### src/i64dec_pkg.sv
`timescale 1ns / 1ps
// ----------------------------------------------------------------------------
// i64dec_pkg
// shared widths, character codes and controller/datapath interface types
// ----------------------------------------------------------------------------
package i64dec_pkg;

   localparam int unsigned VALUE_W       = 64;
   localparam int unsigned CAP_W         = 8;
   localparam int unsigned CHAR_W        = 8;
   localparam int unsigned NUM_DIGITS    = 20;
   localparam int unsigned DIGIT_W       = 4;
   localparam int unsigned BCD_W         = NUM_DIGITS * DIGIT_W;
   localparam int unsigned DIGIT_IDX_W   = 5;
   localparam int unsigned NEED_W        = 5;
   localparam int unsigned BITS_PER_STEP = 4;
   localparam int unsigned CONV_STEPS    = VALUE_W / BITS_PER_STEP;
   localparam int unsigned STEP_CNT_W    = 4;

   localparam logic [CHAR_W-1:0]  CHAR_MINUS = 8'h2D;
   localparam logic [CHAR_W-1:0]  CHAR_NUL   = 8'h00;
   localparam logic [DIGIT_W-1:0] DIGIT_ZONE = 4'h3;

   typedef logic [1:0] emit_kind_type;
   localparam emit_kind_type EMIT_ERROR = 2'd0;
   localparam emit_kind_type EMIT_MINUS = 2'd1;
   localparam emit_kind_type EMIT_DIGIT = 2'd2;
   localparam emit_kind_type EMIT_NUL   = 2'd3;

   typedef struct packed {
      logic          load;
      logic          step;
      logic          size;
      logic          emit;
      emit_kind_type kind;
   } dp_cmd_type;

   typedef struct packed {
      logic conv_last;
      logic fits;
      logic negative;
      logic idx_zero;
      logic out_free;
   } dp_sts_type;

endpackage

### src/i64dec_dp.sv
`timescale 1ns / 1ps
// ----------------------------------------------------------------------------
// i64dec_dp
// datapath: magnitude, double-dabble bcd conversion, length check, output beat
// ----------------------------------------------------------------------------
module i64dec_dp (
   input  logic                                   clock,
   input  logic                                   reset,
   input  i64dec_pkg::dp_cmd_type                 cmd,
   output i64dec_pkg::dp_sts_type                 sts,
   input  logic [i64dec_pkg::VALUE_W-1:0]         req_value,
   input  logic                                   req_is_signed,
   input  logic [i64dec_pkg::CAP_W-1:0]           req_capacity,
   output logic                                   rsp_valid,
   input  logic                                   rsp_ready,
   output logic [i64dec_pkg::CHAR_W-1:0]          rsp_char_code,
   output logic                                   rsp_last,
   output logic                                   rsp_no_room
);
   import i64dec_pkg::*;

   logic [VALUE_W-1:0]     bin_ff, bin_in;
   logic [BCD_W-1:0]       bcd_ff, bcd_in;
   logic [STEP_CNT_W-1:0]  cnt_ff, cnt_in;
   logic                   neg_ff, neg_in;
   logic [CAP_W-1:0]       cap_ff, cap_in;
   logic [DIGIT_IDX_W-1:0] idx_ff, idx_in;
   logic                   fits_ff, fits_in;
   logic                   rsp_valid_ff, rsp_valid_in;
   logic [CHAR_W-1:0]      rsp_char_ff, rsp_char_in;
   logic                   rsp_last_ff, rsp_last_in;
   logic                   rsp_no_room_ff, rsp_no_room_in;

   logic [VALUE_W-1:0]     bin_step;
   logic [BCD_W-1:0]       bcd_step;
   logic [DIGIT_IDX_W-1:0] ndig;
   logic [NEED_W-1:0]      need;
   logic [DIGIT_W-1:0]     digit_sel;
   logic                   load_neg;

   // four shift/add-3 passes per cycle
   always_comb begin
      bin_step = bin_ff;
      bcd_step = bcd_ff;
      for (int s = 0; s < BITS_PER_STEP; s++) begin
         for (int d = 0; d < NUM_DIGITS; d++) begin
            if (bcd_step[d*DIGIT_W +: DIGIT_W] >= DIGIT_W'(5)) begin
               bcd_step[d*DIGIT_W +: DIGIT_W] = bcd_step[d*DIGIT_W +: DIGIT_W] + DIGIT_W'(3);
            end
         end
         {bcd_step, bin_step} = {bcd_step[BCD_W-2:0], bin_step, 1'b0};
      end
   end

   // digit count: position of the highest nonzero digit, at least one
   always_comb begin
      ndig = DIGIT_IDX_W'(1);
      for (int d = 0; d < NUM_DIGITS; d++) begin
         if (bcd_ff[d*DIGIT_W +: DIGIT_W] != '0) begin
            ndig = DIGIT_IDX_W'(d + 1);
         end
      end
   end

   assign need      = NEED_W'(ndig) + NEED_W'(1) + NEED_W'(neg_ff);
   assign digit_sel = bcd_ff[{idx_ff, 2'b00} +: DIGIT_W];
   assign load_neg  = req_is_signed & req_value[VALUE_W-1];

   always_comb begin
      bin_in         = bin_ff;
      bcd_in         = bcd_ff;
      cnt_in         = cnt_ff;
      neg_in         = neg_ff;
      cap_in         = cap_ff;
      idx_in         = idx_ff;
      fits_in        = fits_ff;
      rsp_valid_in   = rsp_valid_ff;
      rsp_char_in    = rsp_char_ff;
      rsp_last_in    = rsp_last_ff;
      rsp_no_room_in = rsp_no_room_ff;

      if (cmd.load) begin
         bin_in = load_neg ? (~req_value + VALUE_W'(1)) : req_value;
         bcd_in = '0;
         cnt_in = '0;
         neg_in = load_neg;
         cap_in = req_capacity;
      end
      if (cmd.step) begin
         bin_in = bin_step;
         bcd_in = bcd_step;
         cnt_in = cnt_ff + STEP_CNT_W'(1);
      end
      if (cmd.size) begin
         idx_in  = ndig - DIGIT_IDX_W'(1);
         fits_in = CAP_W'(need) <= cap_ff;
      end

      if (cmd.emit) begin
         rsp_valid_in   = 1'b1;
         rsp_last_in    = 1'b0;
         rsp_no_room_in = 1'b0;
         unique case (cmd.kind)
            EMIT_ERROR: begin
               rsp_char_in    = CHAR_NUL;
               rsp_last_in    = 1'b1;
               rsp_no_room_in = 1'b1;
            end
            EMIT_MINUS: begin
               rsp_char_in = CHAR_MINUS;
            end
            EMIT_DIGIT: begin
               rsp_char_in = {DIGIT_ZONE, digit_sel};
               idx_in      = idx_ff - DIGIT_IDX_W'(1);
            end
            EMIT_NUL: begin
               rsp_char_in = CHAR_NUL;
               rsp_last_in = 1'b1;
            end
            default: begin
               rsp_char_in = CHAR_NUL;
            end
         endcase
      end else if (rsp_ready) begin
         rsp_valid_in = 1'b0;
      end
   end

   always_ff @(posedge clock) begin
      if (reset) begin
         rsp_valid_ff <= 1'b0;
      end else begin
         rsp_valid_ff <= rsp_valid_in;
      end
      bin_ff         <= bin_in;
      bcd_ff         <= bcd_in;
      cnt_ff         <= cnt_in;
      neg_ff         <= neg_in;
      cap_ff         <= cap_in;
      idx_ff         <= idx_in;
      fits_ff        <= fits_in;
      rsp_char_ff    <= rsp_char_in;
      rsp_last_ff    <= rsp_last_in;
      rsp_no_room_ff <= rsp_no_room_in;
   end

   assign sts.conv_last = (cnt_ff == STEP_CNT_W'(CONV_STEPS - 1));
   assign sts.fits      = fits_ff;
   assign sts.negative  = neg_ff;
   assign sts.idx_zero  = (idx_ff == '0);
   assign sts.out_free  = ~rsp_valid_ff | rsp_ready;

   assign rsp_valid     = rsp_valid_ff;
   assign rsp_char_code = rsp_char_ff;
   assign rsp_last      = rsp_last_ff;
   assign rsp_no_room   = rsp_no_room_ff;

`ifndef SYNTH
   // a converted digit is always a decimal digit
   a_digit_decimal: assert property (@(posedge clock) disable iff (reset)
      (cmd.emit && cmd.kind == EMIT_DIGIT) |-> (digit_sel <= DIGIT_W'(9)))
      else $error("bcd digit out of range");
`endif

endmodule

### src/i64dec_ctrl.sv
`timescale 1ns / 1ps
// ----------------------------------------------------------------------------
// i64dec_ctrl
// sequencer: load, convert, size check, then, unless the receiver stalls, one character beat per cycle
// ----------------------------------------------------------------------------
module i64dec_ctrl (
   input  logic                   clock,
   input  logic                   reset,
   input  logic                   req_valid,
   output logic                   req_ready,
   output i64dec_pkg::dp_cmd_type cmd,
   input  i64dec_pkg::dp_sts_type sts
);
   import i64dec_pkg::*;

   localparam logic [2:0] ST_IDLE   = 3'd0;
   localparam logic [2:0] ST_CONV   = 3'd1;
   localparam logic [2:0] ST_CHECK  = 3'd2;
   localparam logic [2:0] ST_DECIDE = 3'd3;
   localparam logic [2:0] ST_DIGITS = 3'd4;
   localparam logic [2:0] ST_TERM   = 3'd5;

   logic [2:0] state_ff, state_in;

   assign req_ready = (state_ff == ST_IDLE);

   always_comb begin
      state_in = state_ff;
      cmd      = '0;
      cmd.kind = EMIT_NUL;
      unique case (state_ff)
         ST_IDLE: begin
            if (req_valid) begin
               cmd.load = 1'b1;
               state_in = ST_CONV;
            end
         end
         ST_CONV: begin
            cmd.step = 1'b1;
            if (sts.conv_last) begin
               state_in = ST_CHECK;
            end
         end
         ST_CHECK: begin
            cmd.size = 1'b1;
            state_in = ST_DECIDE;
         end
         ST_DECIDE: begin
            priority if (!sts.fits) begin
               if (sts.out_free) begin
                  cmd.emit = 1'b1;
                  cmd.kind = EMIT_ERROR;
                  state_in = ST_IDLE;
               end
            end else if (sts.negative) begin
               if (sts.out_free) begin
                  cmd.emit = 1'b1;
                  cmd.kind = EMIT_MINUS;
                  state_in = ST_DIGITS;
               end
            end else begin
               state_in = ST_DIGITS;
            end
         end
         ST_DIGITS: begin
            if (sts.out_free) begin
               cmd.emit = 1'b1;
               cmd.kind = EMIT_DIGIT;
               if (sts.idx_zero) begin
                  state_in = ST_TERM;
               end
            end
         end
         ST_TERM: begin
            if (sts.out_free) begin
               cmd.emit = 1'b1;
               cmd.kind = EMIT_NUL;
               state_in = ST_IDLE;
            end
         end
         default: begin
            state_in = ST_IDLE;
         end
      endcase
   end

   always_ff @(posedge clock) begin
      if (reset) begin
         state_ff <= ST_IDLE;
      end else begin
         state_ff <= state_in;
      end
   end

`ifndef SYNTH
   // never overwrite a beat the receiver has not taken
   a_emit_free: assert property (@(posedge clock) disable iff (reset)
      cmd.emit |-> sts.out_free)
      else $error("beat issued into a full output register");

   // conversion runs its full step count
   a_conv_hold: assert property (@(posedge clock) disable iff (reset)
      (state_ff == ST_CONV && !sts.conv_last) |=> (state_ff == ST_CONV))
      else $error("conversion left early");

   // a closing beat ends the item
   a_last_idle: assert property (@(posedge clock) disable iff (reset)
      (cmd.emit && (cmd.kind == EMIT_NUL || cmd.kind == EMIT_ERROR)) |=>
         (state_ff == ST_IDLE))
      else $error("closing beat did not return to idle");
`endif

endmodule

### src/int64_to_decimal_ascii_top.sv
`timescale 1ns / 1ps
// ----------------------------------------------------------------------------
// int64_to_decimal_ascii_top
// 64-bit signed/unsigned integer to decimal ascii text, one character a beat
// ----------------------------------------------------------------------------
// usage:
//   req channel (valid/ready) takes value, is_signed and capacity. the block
//   holds one item at a time; req_ready is high only while it is idle.
//   rsp channel (valid/ready) returns the text one character per beat:
//   optional '-', digits most significant first, then a nul beat with last
//   set. if sign + digits + nul exceed capacity, a single nul beat with last
//   and no_room set is sent instead.
//   timing: conversion is a double-dabble loop at four bits per cycle,
//   followed by the length check state and the decide state, which sends
//   the '-' or the no_room beat; the digits and the nul beat follow. an
//   item produces 1 to 21 beats.
//   the output register decouples the sides: a beat waits there while the
//   receiver stalls, and the sequencer just holds until it is taken.
//   reset (synchronous, active high) returns to idle and drops rsp_valid;
//   no state is kept between items.
// ----------------------------------------------------------------------------
module int64_to_decimal_ascii_top (
   input  logic                          clock,
   input  logic                          reset,
   input  logic                          req_valid,
   output logic                          req_ready,
   input  logic [i64dec_pkg::VALUE_W-1:0] req_value,
   input  logic                          req_is_signed,
   input  logic [i64dec_pkg::CAP_W-1:0]   req_capacity,
   output logic                          rsp_valid,
   input  logic                          rsp_ready,
   output logic [i64dec_pkg::CHAR_W-1:0]  rsp_char_code,
   output logic                          rsp_last,
   output logic                          rsp_no_room
);
   import i64dec_pkg::*;

   // command and status between sequencer and datapath
   dp_cmd_type cmd;
   dp_sts_type sts;

   // sequencer: owns req_ready and decides each output beat
   i64dec_ctrl u_ctrl (
      .clock     (clock),
      .reset     (reset),
      .req_valid (req_valid),
      .req_ready (req_ready),
      .cmd       (cmd),
      .sts       (sts)
   );

   // datapath: magnitude, bcd conversion, length check, output register
   i64dec_dp u_dp (
      .clock         (clock),
      .reset         (reset),
      .cmd           (cmd),
      .sts           (sts),
      .req_value     (req_value),
      .req_is_signed (req_is_signed),
      .req_capacity  (req_capacity),
      .rsp_valid     (rsp_valid),
      .rsp_ready     (rsp_ready),
      .rsp_char_code (rsp_char_code),
      .rsp_last      (rsp_last),
      .rsp_no_room   (rsp_no_room)
   );

endmodule
### config.mk
export PLATFORM = sky130hd
export DESIGN_NAME = int64_to_decimal_ascii_top
export DESIGN_NICKNAME = d
export VERILOG_FILES = /design/src/i64dec_pkg.sv /design/src/i64dec_dp.sv /design/src/i64dec_ctrl.sv /design/src/int64_to_decimal_ascii_top.sv
export SDC_FILE = /design/constraint.sdc
export NUM_CORES = 1
export LEC_CHECK = 0
export BUFFER_PORTS_ARGS = -buffer_cell sky130_fd_sc_hd__clkbuf_2
export CORE_MARGIN = 5
export CORE_UTILIZATION = 25
export CTS_CLUSTER_SIZE = 12
export DETAILED_ROUTE_END_ITERATION = 10
export GPL_TIMING_DRIVEN = 0
export PLACE_DENSITY = 0.49
export REMOVE_ABC_BUFFERS = 1
export SETUP_SLACK_MARGIN = 0.5
export SLEW_MARGIN = 20
export SYNTH_ARGS = -nofsm -noshare
export SYNTH_HDL_FRONTEND = slang
export SYNTH_SLANG_ARGS = --single-unit
### constraint.sdc
create_clock -name clock -period 7.15 [get_ports clock]
set_input_delay 1.0725 -clock clock [delete_from_list [all_inputs] [get_ports clock]]
set_output_delay 1.0725 -clock clock [all_outputs]
set_load 0.05 [all_outputs]
After elaboration in Yosys (flattened, before gate mapping)
Index checks and enable logic that the tools add are counted.
Widths: inputs -> output; s select.
- add/subtract/negate cells: 86
- equality and inequality tests: 14
- bitwise gates (word level): 4
- reductions and logical operators: 26
- magnitude comparators: 81
- shift operators: 1
- mux-type cells: 134
- operator list (operator ; number):
    $mux 4 ; 86
    $ge 4x3->1 const B ; 80
    $add 4x2->4 const B ; 76
    $mux 64 ; 3
    $mux 80 ; 2
    $shiftx 80x8->4 ; 1
    $reduce_bool 4->1 ; 19
    $mux 3 ; 22
    $add 64x1->64 const B ; 1
    $not 64->64 ; 1
    $mux 5 ; 8
    $pmux 8 s3 ; 1
    $pmux 3 s6 ; 1
    $add 3x2->3 const B ; 4
    $sub 5x1->5 const B ; 2
    $pmux 3 s3 ; 1
    $le 5x8->1 ; 1
    $mux 1 ; 8
    $ne 2x2->1 const B ; 4
    $eq 3x2->1 const B ; 2
    $eq 3x3->1 const B ; 2
    $add 5x1->5 ; 1
    $add 5x1->5 const B ; 1
    $logic_not 5->1 ; 1
    15 further kinds ; 18
- register bits: 177
- output and inout bits: 12
- bits of input ports: 77

Longest topological paths before layout
Gate-level depths: netlist (run 1).
- depth in word-level cells: 24
- gate-level depth with buffers: 28
- mapped depth without buffers: 28

By module
From an unflattened synthesis (run 1), not the netlist that was laid out.
- cell total of the unflattened synthesis: 2267
- area, all modules: 19319.8 µm²
- modules (own cells, without submodules) (module ; area an instance (µm²) ; seq. area each (µm²) ; cells each ; instances):
    i64dec_dp ; 19028.2 ; 5064.9 ; 2226 ; 1
    i64dec_ctrl ; 291.5 ; 60.1 ; 41 ; 1

Worst setup path after synthesis (run 1)
No wires, ideal clock.
- kind: register -> register
- from: register u_ctrl.state_ff[0]
- to: register u_dp.bcd_ff[0], enable pin
- buffers on the path: 3
- setup time: 0.509 ns
- cell stages (with the launch flop): 7
- slack: 1.320 ns
- arrival time: 5.321 ns
- cells stage by stage: dfxtp_1 > clkbuf_8 > nor3_1 > nand2_1 > clkbuf_1 > clkbuf_1 > nand2_1
- longest elaborated chain between the ends: 3
- elaborated cells on any way between the ends: 5
- classes of those cells: eq/ne (1); mux (2); reduce/logical (2)
- ends and longest elaborated chain (item ; RTL line ; text):
    start: declaration ; i64dec_ctrl.sv:23 ; logic [2:0] state_ff, state_in;
    start signal: assignment ; i64dec_ctrl.sv:91 ; state_ff <= state_in;
    $logic_not 3->1 ; -- ;
    net req_ready ; int64_to_decimal_ascii_top.sv:26 ; output logic req_ready,
    $mux 1 ; i64dec_ctrl.sv:31 ; unique case (state_ff)
    $reduce_bool 2->1 (no line) ; -- ;
    end signal: assignment ; i64dec_dp.sv:136 ; bcd_ff <= bcd_in;
    end: declaration ; i64dec_dp.sv:23 ; logic [BCD_W-1:0] bcd_ff, bcd_in;
The timed path passes the listed nets, and every way through them passes these cells.
A chain may end at the register's enable or synchronous reset.

Worst setup path after layout (run 1)
- from: register u_dp.bcd_ff[9]
- to: register u_dp.bcd_ff[14], data pin
- longest elaborated chain between the ends: 9
- elaborated cells on any way between the ends: 19
- classes of those cells: add/sub (6); order compare (6); mux (7)
- ends and longest elaborated chain (item ; RTL line ; text):
    $add 4x2->4 / $ge 4x3->1 (equally long branches) ; i64dec_dp.sv:48, i64dec_dp.sv:47 ;
    $mux 4 (*) ; i64dec_dp.sv:47 ; if (bcd_step[d*DIGIT_W +: DIGIT_W] >= DIGIT_W'(5)) begin
    $add 4x2->4 / $ge 4x3->1 (equally long branches) ; i64dec_dp.sv:48, i64dec_dp.sv:47 ;
    $mux 4 ; i64dec_dp.sv:47 ;
    $add 4x2->4 / $ge 4x3->1 (equally long branches) ; i64dec_dp.sv:48, i64dec_dp.sv:47 ;
    $mux 4 ; i64dec_dp.sv:47 ;
    $add 4x2->4 / $ge 4x3->1 (equally long branches) ; i64dec_dp.sv:48, i64dec_dp.sv:47 ;
    $mux 4 (*) ; i64dec_dp.sv:47 ;
    $mux 80 (*) ; i64dec_dp.sv:89 ; if (cmd.step) begin
Mark *: on every way between the ends. The rest lies on a longest branch, timed or not.

==> results.yml, run 1 <==
run_status:
  status: "complete, no violations"
critical_path:
  crit_top_cell: "inv_1"
  r2r_start: "u_dp.bcd_ff[9]$_SDFFCE_PN0P_"
  worstPathRequired_ps: 7380
  rr_worst_depth: 27
  critPathKind: "flop to flop"
  crit_path_max_fanout: 8
  critical_path.reg2reg.endpoint: "u_dp.bcd_ff[14]$_SDFFCE_PN0P_"
  crit_slowest_cell: "or4_1"
  cp.arrival_ps: 6380
  slowest_delay_ps: 610
  crit_path_start_kind: "flop"
  r2r_slack_ps: 1000
  endpoint_kind: "flop"
routing:
  wire_per_inst_um: 15.5
  ant_nets: 0
  via_per_inst: 4.93
  drc_errors: 0
  via_count: 17314
  drt_iter0_markers: 999
  firstDrtPassIters: 5
  routed_wl_mm: 54.4
global_routing:
  met1_usage_pct: 17.6
  grt_pass1_wl_mm: 88.0
  grt_util_all_layers_pct: 12.4
  grt_max_degree: 69
  met2_usage_pct: 19.6
  overflow: 0
  met3_usage_pct: 1.88
  grt.busiest_layer: "met2"
  antenna_found_initial: 1
  grt_pass1_vias: 16452
worst_hold_path:
  hold_class: "flop to flop"
  whs_path_depth: 2
  whs_endpoint: "u_dp.bin_ff[3]$_SDFFE_PP0P_"
  hp-start: "u_dp.bin_ff[3]$_SDFFE_PP0P_"
synthesis:
  synth_warnings: 0
  syn_inst: 2413
  async_flop_share_pct: 0
  ys_seq_area_share_pct: 25.3
  synth_edf_count: 162
  synth-seq-cells: 175
  syn_avg_cell_area_sq_um: 8.38
  netlist_area_sq_um: 20200
  synth_flop_cell: "edfxtp_1"
  synthDistinctLibCells: 93
clock_network:
  ctsHoldBuffers: 0
  numCtsBuffers: 17
  cts_root_buf: "clkbuf_16"
  htreeDepth: 4
  clk_pin_slew_ps: 100
  clock_latency_ps: 510
  cts_sinks: 175
  tritoncts: "yes"
  clockBufferDepth: 2
finish:
  final_common_cell: "nand2_1"
  antennaDiodeCount: 0
  drive_gt1_share_pct: 10.2
  fillers: 8726
  multiInputGateArea_sq_um: 14100
  fin_util_pct: 27.9
  regArea_sq_um: 5130
  areaGrowthSynthToFinish_pct: 11.1
  nets: 2696
  layout_common_cells: "nand2_1 (254), o21ai_0 (183), inv_1 (181)"
sta:
  rsz0062_at_grt: "no"
  setup_tns_ps: 0
  finalCriticalPeriod_ps: 6150
  finalHoldViolations: 0
  fin_crit_sh_pct: 86.0
  setup_viol: 0
  slew-limit-headroom_pct: 35.8
  clock_skew_ps: 30.9
  tightest_slew_ps: 954
  fmax_mhz: 163
  drv_slew: 0
floorplan:
  io_pins: 89
  die_h_um: 294
  dieArea_sq_um: 86700
  die_w_um: 294
  num_rows: 104
  core_sq_um: 80400
  start_util_pct: 25.2
placed_design:
  io_buffers: 86
  gp_congestion: 0.821
  hpwlAfterDp_mm: 41.5
run:
  drv_cap: 0
## kinds of logic after synthesis
family                   after synthesis  synth area share, %
AND/OR/NAND/NOR                      880                 22.8
AO/OA/AOI/OAI                        649                 21.7
other                                  1               0.0185
flip-flops                           175                 25.3
buffers and inverters                271                 5.47
multiplexers                         131                 8.11
XOR/XNOR                             127                 5.50
adder cells (fa/ha/maj)              179                 11.1
## metrics by stage
stage / setup WS, ps / hold slack (ps) / instances / instance area, sq um
2_1_floorplan: 605 / 444 / 2326 / 19800
3_3_place_gp: -5740 / 461 / 3472 / 21600
3_5_place_dp: 837 / 470 / 3479 / 21800
4_1_cts: 831 / 487 / 3511 / 22400
5_1_grt: 456 / 514 / 3513 / 22500
6_report: 1000 / 483 / 3513 / 22500
## state kept, by name (all words and copies together), names as in the netlist, 3 cells and up
signal              count
u_ctrl.state_ff         3
u_dp.rsp_char_code      6
u_dp.idx_ff             5
u_dp.cap_ff             8
u_dp.cnt_ff             4
u_dp.bcd_ff            80
u_dp.bin_ff            64
## how the worst max path moves through the flow
stage                                         start                       endpoint  slack [ps]  cells past startpoint
global route           u_dp.bcd_ff[9]$_SDFFCE_PN0P_  u_dp.bcd_ff[14]$_SDFFCE_PN0P_         460                     28
detailed placement     u_dp.bcd_ff[9]$_SDFFCE_PN0P_  u_dp.bcd_ff[14]$_SDFFCE_PN0P_         840                     27
floorplan           u_ctrl.state_ff[0]$_SDFFE_PP0P_   u_dp.bcd_ff[0]$_SDFFCE_PN0P_         610                      3
finish                 u_dp.bcd_ff[9]$_SDFFCE_PN0P_  u_dp.bcd_ff[14]$_SDFFCE_PN0P_        1000                     27
global placement    u_ctrl.state_ff[2]$_SDFFE_PP0P_      u_dp.bin_ff[44]$_DFFE_PP_       -5740                      3
CTS                    u_dp.bcd_ff[9]$_SDFFCE_PN0P_  u_dp.bcd_ff[14]$_SDFFCE_PN0P_         830                     27
## layer usage
layer | vias up | share of wire [%]
met5 | - | 0
met4 | 0 | 2.0
met3 | 52 | 3.3
met2 | 254 | 44
met1 | 8076 | 51
li1 | 8932 | -
## cell type report
cell class | count | share of cell area [%]
Multi-Input combinational cell | 1968 | 62.5
Sequential cell | 175 | 22.8
Tap cell | 1060 | 5.90
Inverter | 183 | 3.06
Timing Repair Buffer | 95 | 2.74
Clock buffer | 17 | 1.89
Clock inverter | 15 | 1.04
## worst max-delay path: cells and delay by family (launching register included)
kind / cells / cell delay [ps]
simple gates: 10 / 2080
compound gates: 6 / 1380
fa+ha+maj: 4 / 930
flops: 1 / 520
buf+inv: 5 / 480
xor+xnor: 1 / 290
mux: 1 / 220
## synthesized netlist by cell type, types with 27 or more instances
master      n  area [sq um]
a211o_1    51           447
nor2b_1    51           319
xor2_1     51           447
o31ai_1    35           263
clkbuf_1   52           195
ha_1      179          2240
inv_1     182           683
a21oi_1    96           480
mux2i_1    86           861
and2_1     50           313
edfxtp_1  162          4860
nand2_1   258           968
a31oi_1    35           219
nand2b_1   79           494
xnor2_1    76           666
a211oi_1   31           233
nand3_1    47           235
nor2_1    146           548
o21ai_0   183           916
nor3_1     51           255
a21o_1     27           203
## repair_timing
item | in CTS | in global routing
buffers inserted | 0 | 2
setup endpoints to repair | 0 | 6
gates resized for setup | 0 | 4
Power of run 1 is not shown: default switching activity piles up to over one toggle a cycle in this logic, so the estimate is an artifact.
==> run 2, diff against run 1 <==
ABC_AREA = 1   (was default)
==> run 2 against run 1 <==
Against the previous run: critical path depth down 4; area after synthesis down 9.5%; sequential share of layout area up 2.0 points; hold slack better by 23 ps; sequential cell count unchanged; clock skew down 19 ps; final cell count up 4.9%; register-to-register slack better by 1900 ps; synthesized cell count up 9.1%; global-route usage down 0.62 points; largest cell class unchanged.
==> results.yml, run 2 <==
run_status:
  status: "complete, no violations"
critical_path:
  r2r_slack_ps: 2950
  worstPathRequired_ps: 7460
  cp.arrival_ps: 4510
  crit_slowest_cell: "edfxtp_1"
  slowest_delay_ps: 420
  r2r_start: "u_dp.bcd_ff[49]$_SDFFCE_PN0P_"
  crit_family: "XOR/XNOR gates"
  critPathKind: "flop to flop"
  crit_path_max_fanout: 5
  crit_top_cell: "inv_1"
  path_cells: "inv_1 -> ha_1 -> inv_1 -> o21ai_1 -> nand2_1 -> xor2_1 -> ha_1 -> inv_1 -> o21ai_1 -> nand2_1 -> xor2_1 -> inv_1 -> ha_1 -> inv_1 -> o21ai_2 -> nand2_2 -> xor2_1 -> ha_1 -> inv_1 -> o21ai_2 -> nand2_2 -> or2_1 -> a21oi_1"
  rr_worst_depth: 23
  critPathBufInv: 6
  critical_path.reg2reg.endpoint: "u_dp.bcd_ff[50]$_SDFFCE_PN0P_"
  crit_path_start_kind: "flop"
  endpoint_kind: "flop"
global_routing:
  overflow: 0
  grt_util_all_layers_pct: 11.7
  grt_pass1_vias: 15026
  grt_max_degree: 45
  grt_pass1_wl_mm: 75.8
  antenna_found_initial: 0
clock_network:
  clock_latency_ps: 490
  cts_resized: 0
  htreeDepth: 4
  cts_root_buf: "clkbuf_16"
  tritoncts: "yes"
  postCtsSetupRepairBufs: 0
  numCtsBuffers: 17
  clockBufferDepth: 2
  ctsHoldBuffers: 0
  cts_sinks: 175
  clk_pin_slew_ps: 80
worst_hold_path:
  hold_class: "flop to flop"
  whs_path_depth: 2
  whs_endpoint: "u_dp.bin_ff[1]$_SDFFE_PP0P_"
  hp-start: "u_dp.bin_ff[1]$_SDFFE_PP0P_"
synthesis:
  synth-seq-cells: 175
  yosys.area.top_type: "edfxtp_1"
  syn_inst: 2633
  ys_seq_area_share_pct: 28.0
  netlist_top_cells_count: "inv_1 (531), nand2_1 (474), nor2_1 (252)"
  synth_flop_cell: "edfxtp_1"
  synth.most_common_cell: "inv_1"
  netlist_top_cells_area: "edfxtp_1 (27%), ha_1 (12%), inv_1 (11%), nand2_1 (9.7%), o21ai_0 (5.8%)"
  synth_edf_count: 162
  async_flop_share_pct: 0
  yosysTopAreaCellShare_pct: 26.6
  synthDistinctLibCells: 54
  syn_avg_cell_area_sq_um: 6.95
  synth_warnings: 0
  netlist_area_sq_um: 18300
sta:
  fin_crit_sh_pct: 58.8
  slew-limit-headroom_pct: 37.2
  finalHoldViolations: 0
  setup_viol: 0
  rsz0062_at_grt: "no"
  clock_skew_ps: 11.6
  finalCriticalPeriod_ps: 4200
  worst_slack_ps: 2950
  drv_slew: 0
  fmax_mhz: 238
  tightest_slew_ps: 941
routing:
  routed_wl_mm: 46.2
  drt_iter0_markers: 736
  via_count: 16093
  wl_met2_mm: 21.2
  wire_per_inst_um: 12.6
  top_layer_used: "met4"
  ant_nets: 0
  wl_met3_mm: 1.48
  drc_errors: 0
  via_per_inst: 4.37
  met1Wirelength_mm: 23.0
  firstDrtPassIters: 7
floorplan:
  start_util_pct: 25.1
  num_rows: 99
  die_h_um: 281
  die_w_um: 281
  io_pins: 89
  core_sq_um: 72800
  dieArea_sq_um: 78700
run:
  drv_cap: 0
placed_design:
  dpl-instance-area_sq_um: 20100
  hpwlAfterDp_mm: 36.4
  gp_congestion: 0.781
  io_buffers: 86
  dp.cells: 3652
  place_ws_ps: 2980
finish:
  regArea_sq_um: 5130
  final_common_cell: "inv_1"
  nets: 2968
  fin_area_sq_um: 20600
  fillers: 8089
  stdcell_count: 3684
  reg_top3: "u_dp.bcd_ff: 80 flops, u_dp.bin_ff: 64 flops, u_dp.cap_ff: 8 flops"
  antennaDiodeCount: 0
  multiInputGateArea_sq_um: 11000
  fin_util_pct: 28.3
  largest_reg_flops: 80
  areaGrowthSynthToFinish_pct: 12.7
  drive_gt1_share_pct: 11.1
  regMostFlops: "u_dp.bcd_ff"
  layout_common_cells: "inv_1 (528), nand2_1 (472), nor2_1 (251)"
run 2: cell count changes after synthesis, sizes merged, moves of 33 or more:
cell | before | now
nand2 | 258 | 500
nor2 | 146 | 262
nor2b | 52 | 0
and2 | 52 | 1
a21oi | 96 | 214
inv | 183 | 543
a211o | 52 | 0
o31ai | 36 | 3
nand2b | 80 | 0
xnor2 | 76 | 7
mux2i | 87 | 0
o21ai | 194 | 356
run 2: per-layer routing:
metal  vias to the layer above  global-route usage (%)
met3                        25                    2.03
met2                       177                    19.8
met5                         -                       0
met1                      7172                    15.9
li1                       8719                       -
met4                         0                    2.56
run 2: metrics by stage:
| stage | hold WS, ps | TNS, ps |
|---|---|---|
| 3_5_place_dp | 491 | 0 |
| 6_report | 505 | 0 |
| 3_3_place_gp | 484 | -3363830 |
| 2_1_floorplan | 449 | -757400 |
| 4_1_cts | 507 | 0 |
| 5_1_grt | 508 | 0 |
run 2: cell families after synthesis:
group                    count (synthesis)  share of synthesized area [%]
AND/OR/NAND/NOR                        943                           22.2
flip-flops                             175                           28.0
XOR/XNOR                                86                           4.16
AO/OA/AOI/OAI                          660                           21.2
adder cells (fa/ha/maj)                179                           12.2
buffers and inverters                  589                           12.2
other                                    1                         0.0205
run 2: layout make-up:
| class | instances | share of cell area (%) |
|---|---|---|
| clock inverters | 15 | 0.722 |
| well taps | 959 | 5.82 |
| clock buffers | 17 | 2.06 |
| multi-input cells | 1870 | 53.2 |
| inverters | 544 | 9.92 |
| repair buffers | 104 | 3.40 |
| flip-flops and latches | 175 | 24.8 |
run 2: tightest hold or removal path: stages (launching register included):
cell,delay [ps]
dfxtp_1,300
inv_1,80
o22ai_1,80
run 2: worst max path at each step:
stage / from / end / slack, ps / cells past startpoint
after floorplan: u_ctrl.state_ff[0]$_SDFFE_PP0P_ / u_dp.bcd_ff[0]$_SDFFCE_PN0P_ / -4820 / 4
after global placement: u_ctrl.state_ff[0]$_SDFFE_PP0P_ / u_dp.cnt_ff[0]$_SDFFCE_PN0P_ / -16780 / 4
after detailed placement: u_dp.bcd_ff[49]$_SDFFCE_PN0P_ / u_dp.bcd_ff[54]$_SDFFCE_PN0P_ / 2980 / 22
after CTS: u_dp.bcd_ff[49]$_SDFFCE_PN0P_ / u_dp.bcd_ff[54]$_SDFFCE_PN0P_ / 2930 / 22
after global routing: u_dp.bcd_ff[49]$_SDFFCE_PN0P_ / u_dp.bcd_ff[50]$_SDFFCE_PN0P_ / 2450 / 23
final: u_dp.bcd_ff[49]$_SDFFCE_PN0P_ / u_dp.bcd_ff[50]$_SDFFCE_PN0P_ / 2950 / 23
Power of run 2 is left out for the same reason.
==> run 3, diff against run 2 <==
clock period = 4.05 ns   (was 7.15 ns; I/O delays follow)
==> run 3 against run 2 <==
Against the previous run: maximum frequency rose by 13%; setup slack got worse by 2600 ps; sequential share of layout area shrank 5.8 points; highest routed layer unchanged; critical path depth is 1 higher; via count increased by 13%.
==> results.yml, run 3 (synthesized netlist as in run 2, its figures left out) <==
clock_network:
  cts_sinks: 175
  clk_pin_slew_ps: 70
  clock_latency_ps: 490
  ctsHoldBuffers: 0
  clockBufferDepth: 2
  tritoncts: "yes"
  cts_root_buf: "clkbuf_16"
  numCtsBuffers: 17
  htreeDepth: 4
critical_path:
  path_cells: "inv_2 -> ha_4 -> inv_4 -> o21ai_4 -> nand2_2 -> xor2_2 -> inv_1 -> ha_2 -> inv_2 -> o21ai_2 -> nand2_2 -> xnor2_2 -> inv_1 -> ha_2 -> inv_2 -> o21ai_2 -> nand2_2 -> xor2_4 -> ha_2 -> inv_2 -> o21ai_1 -> nand2_1 -> buf_4 -> o21a_1"
  crit_path_start_kind: "flop"
  worstPathRequired_ps: 4300
  slowest_delay_ps: 450
  crit_slowest_cell: "edfxtp_1"
  r2r_slack_ps: 340
  critical_path.reg2reg.endpoint: "u_dp.bcd_ff[73]$_SDFFCE_PN0P_"
  crit_path_max_fanout: 4
  endpoint_kind: "flop"
  critPathKind: "flop to flop"
  crit_top_cell: "inv_2"
  cp.arrival_ps: 3960
  critPathLaunch: "u_dp.bcd_ff[72]$_SDFFCE_PN0P_"
  rr_worst_depth: 24
  r2r_start: "u_dp.bcd_ff[72]$_SDFFCE_PN0P_"
routing:
  via_per_inst: 4.47
  drt_iter0_markers: 715
  via_count: 18236
  ant_nets: 0
  wire_per_inst_um: 13.5
  drc_errors: 0
  firstDrtPassIters: 5
  routed_wl_mm: 55.1
sta:
  drv_slew: 0
  setup_viol: 0
  clock_skew_ps: 15.1
  setup_tns_ps: 0
  slew-limit-headroom_pct: 35.9
  worst_slack_ps: 338
  fin_hold_ws_ps: 298
  rsz0062_at_grt: "yes"
  fmax_mhz: 269
  tightest_slew_ps: 960
  fin_crit_sh_pct: 91.7
  finalCriticalPeriod_ps: 3710
  finalHoldViolations: 0
worst_hold_path:
  hold_class: "input pin to flop"
  whs_path_depth: 1
  whs_endpoint: "u_dp.cap_ff[7]$_DFFE_PP_"
  hp-start: "req_capacity[7]"
floorplan:
  dieArea_sq_um: 78700
  start_util_pct: 25.1
  die_w_um: 281
  num_rows: 99
  die_h_um: 281
  io_pins: 89
  core_sq_um: 72800
global_routing:
  grt_util_all_layers_pct: 13.0
  grt_pass1_wl_mm: 84.8
  grt_pass1_vias: 17376
  overflow: 0
  grt_max_degree: 45
  antenna_found_initial: 0
placed_design:
  gp_congestion: 0.781
  place_ws_ps: -125
  hpwlAfterDp_mm: 36.4
  io_buffers: 86
finish:
  layout_common_cells: "nand2_1 (371), inv_1 (370), buf_4 (358)"
  final_common_cell: "nand2_1"
  reg_top3: "u_dp.bcd_ff: 80 flops, u_dp.bin_ff: 64 flops, u_dp.cap_ff: 8 flops"
  nets: 3361
  fillers: 7460
  antennaDiodeCount: 0
  drive_gt1_share_pct: 41.1
  largest_reg_flops: 80
  regMostFlops: "u_dp.bcd_ff"
  areaGrowthSynthToFinish_pct: 47.2
run_status:
  status: "complete, no violations"
run:
  drv_cap: 0
-- run 3: cell types whose count changed in the layout (fill, tap and decap cells not counted), sizes merged --
cell      before  now
inv          550  549
clkinvlp       1    2
buf           18  411
-- run 3: through the flow --
step,area (sq um),cells,util [%]
after floorplan,18100,2589,-
after global placement,19800,3634,27.1
after detailed placement,20100,3652,27.5
after CTS,24300,3956,33.4
after global routing,26900,4077,37.0
final,26900,4077,37.0
-- run 3: routing by layer --
metal  track usage, %  up-vias  routed length, um
li1                 -     9464                  -
met4             3.82        0               1020
met2             22.9      210              27500
met1             16.5     8498              25100
met3             2.09       64               1430
met5                0        -                  0
-- run 3: repair_timing --
action,CTS,global route
buffers inserted,272,121
pin swaps,213,213
setup endpoints to repair,194,164
resized for setup,463,405
-- run 3: layout make-up --
| type | instances | area (sq um) | share of cell area (%) |
|---|---|---|---|
| clock buffers | 17 | 425 | 1.58 |
| inverters | 544 | 2100 | 7.80 |
| repair buffers | 497 | 3810 | 14.2 |
| flip-flops and latches | 175 | 5130 | 19.0 |
| well taps | 959 | 1200 | 4.45 |
| multi-input cells | 1870 | 14100 | 52.4 |
| clock inverters | 15 | 149 | 0.553 |
-- run 3: worst max-delay path: cells and delay by family, from the launching register on --
kind                     cells  cell delay, ps
AND/OR/NAND/NOR              4             410
AO/OA/AOI/OAI                5             770
buffers and inverters        8             600
XOR/XNOR                     3             540
adder cells (fa/ha/maj)      4             710
flip-flops                   1             450
-- run 3: worst max-delay path by stage --
stage	to	slack (ps)	depth (start not counted)
5_1_grt	u_dp.fits_ff$_DFFE_PN_	140	32
6_report	u_dp.bcd_ff[73]$_SDFFCE_PN0P_	340	24
2_1_floorplan	u_dp.bcd_ff[0]$_SDFFCE_PN0P_	-7920	4
4_1_cts	u_dp.bcd_ff[26]$_SDFFCE_PN0P_	310	21
3_5_place_dp	u_dp.bcd_ff[54]$_SDFFCE_PN0P_	-120	22
3_3_place_gp	u_dp.cnt_ff[0]$_SDFFCE_PN0P_	-19880	4
Power of run 3 is left out for the same reason.
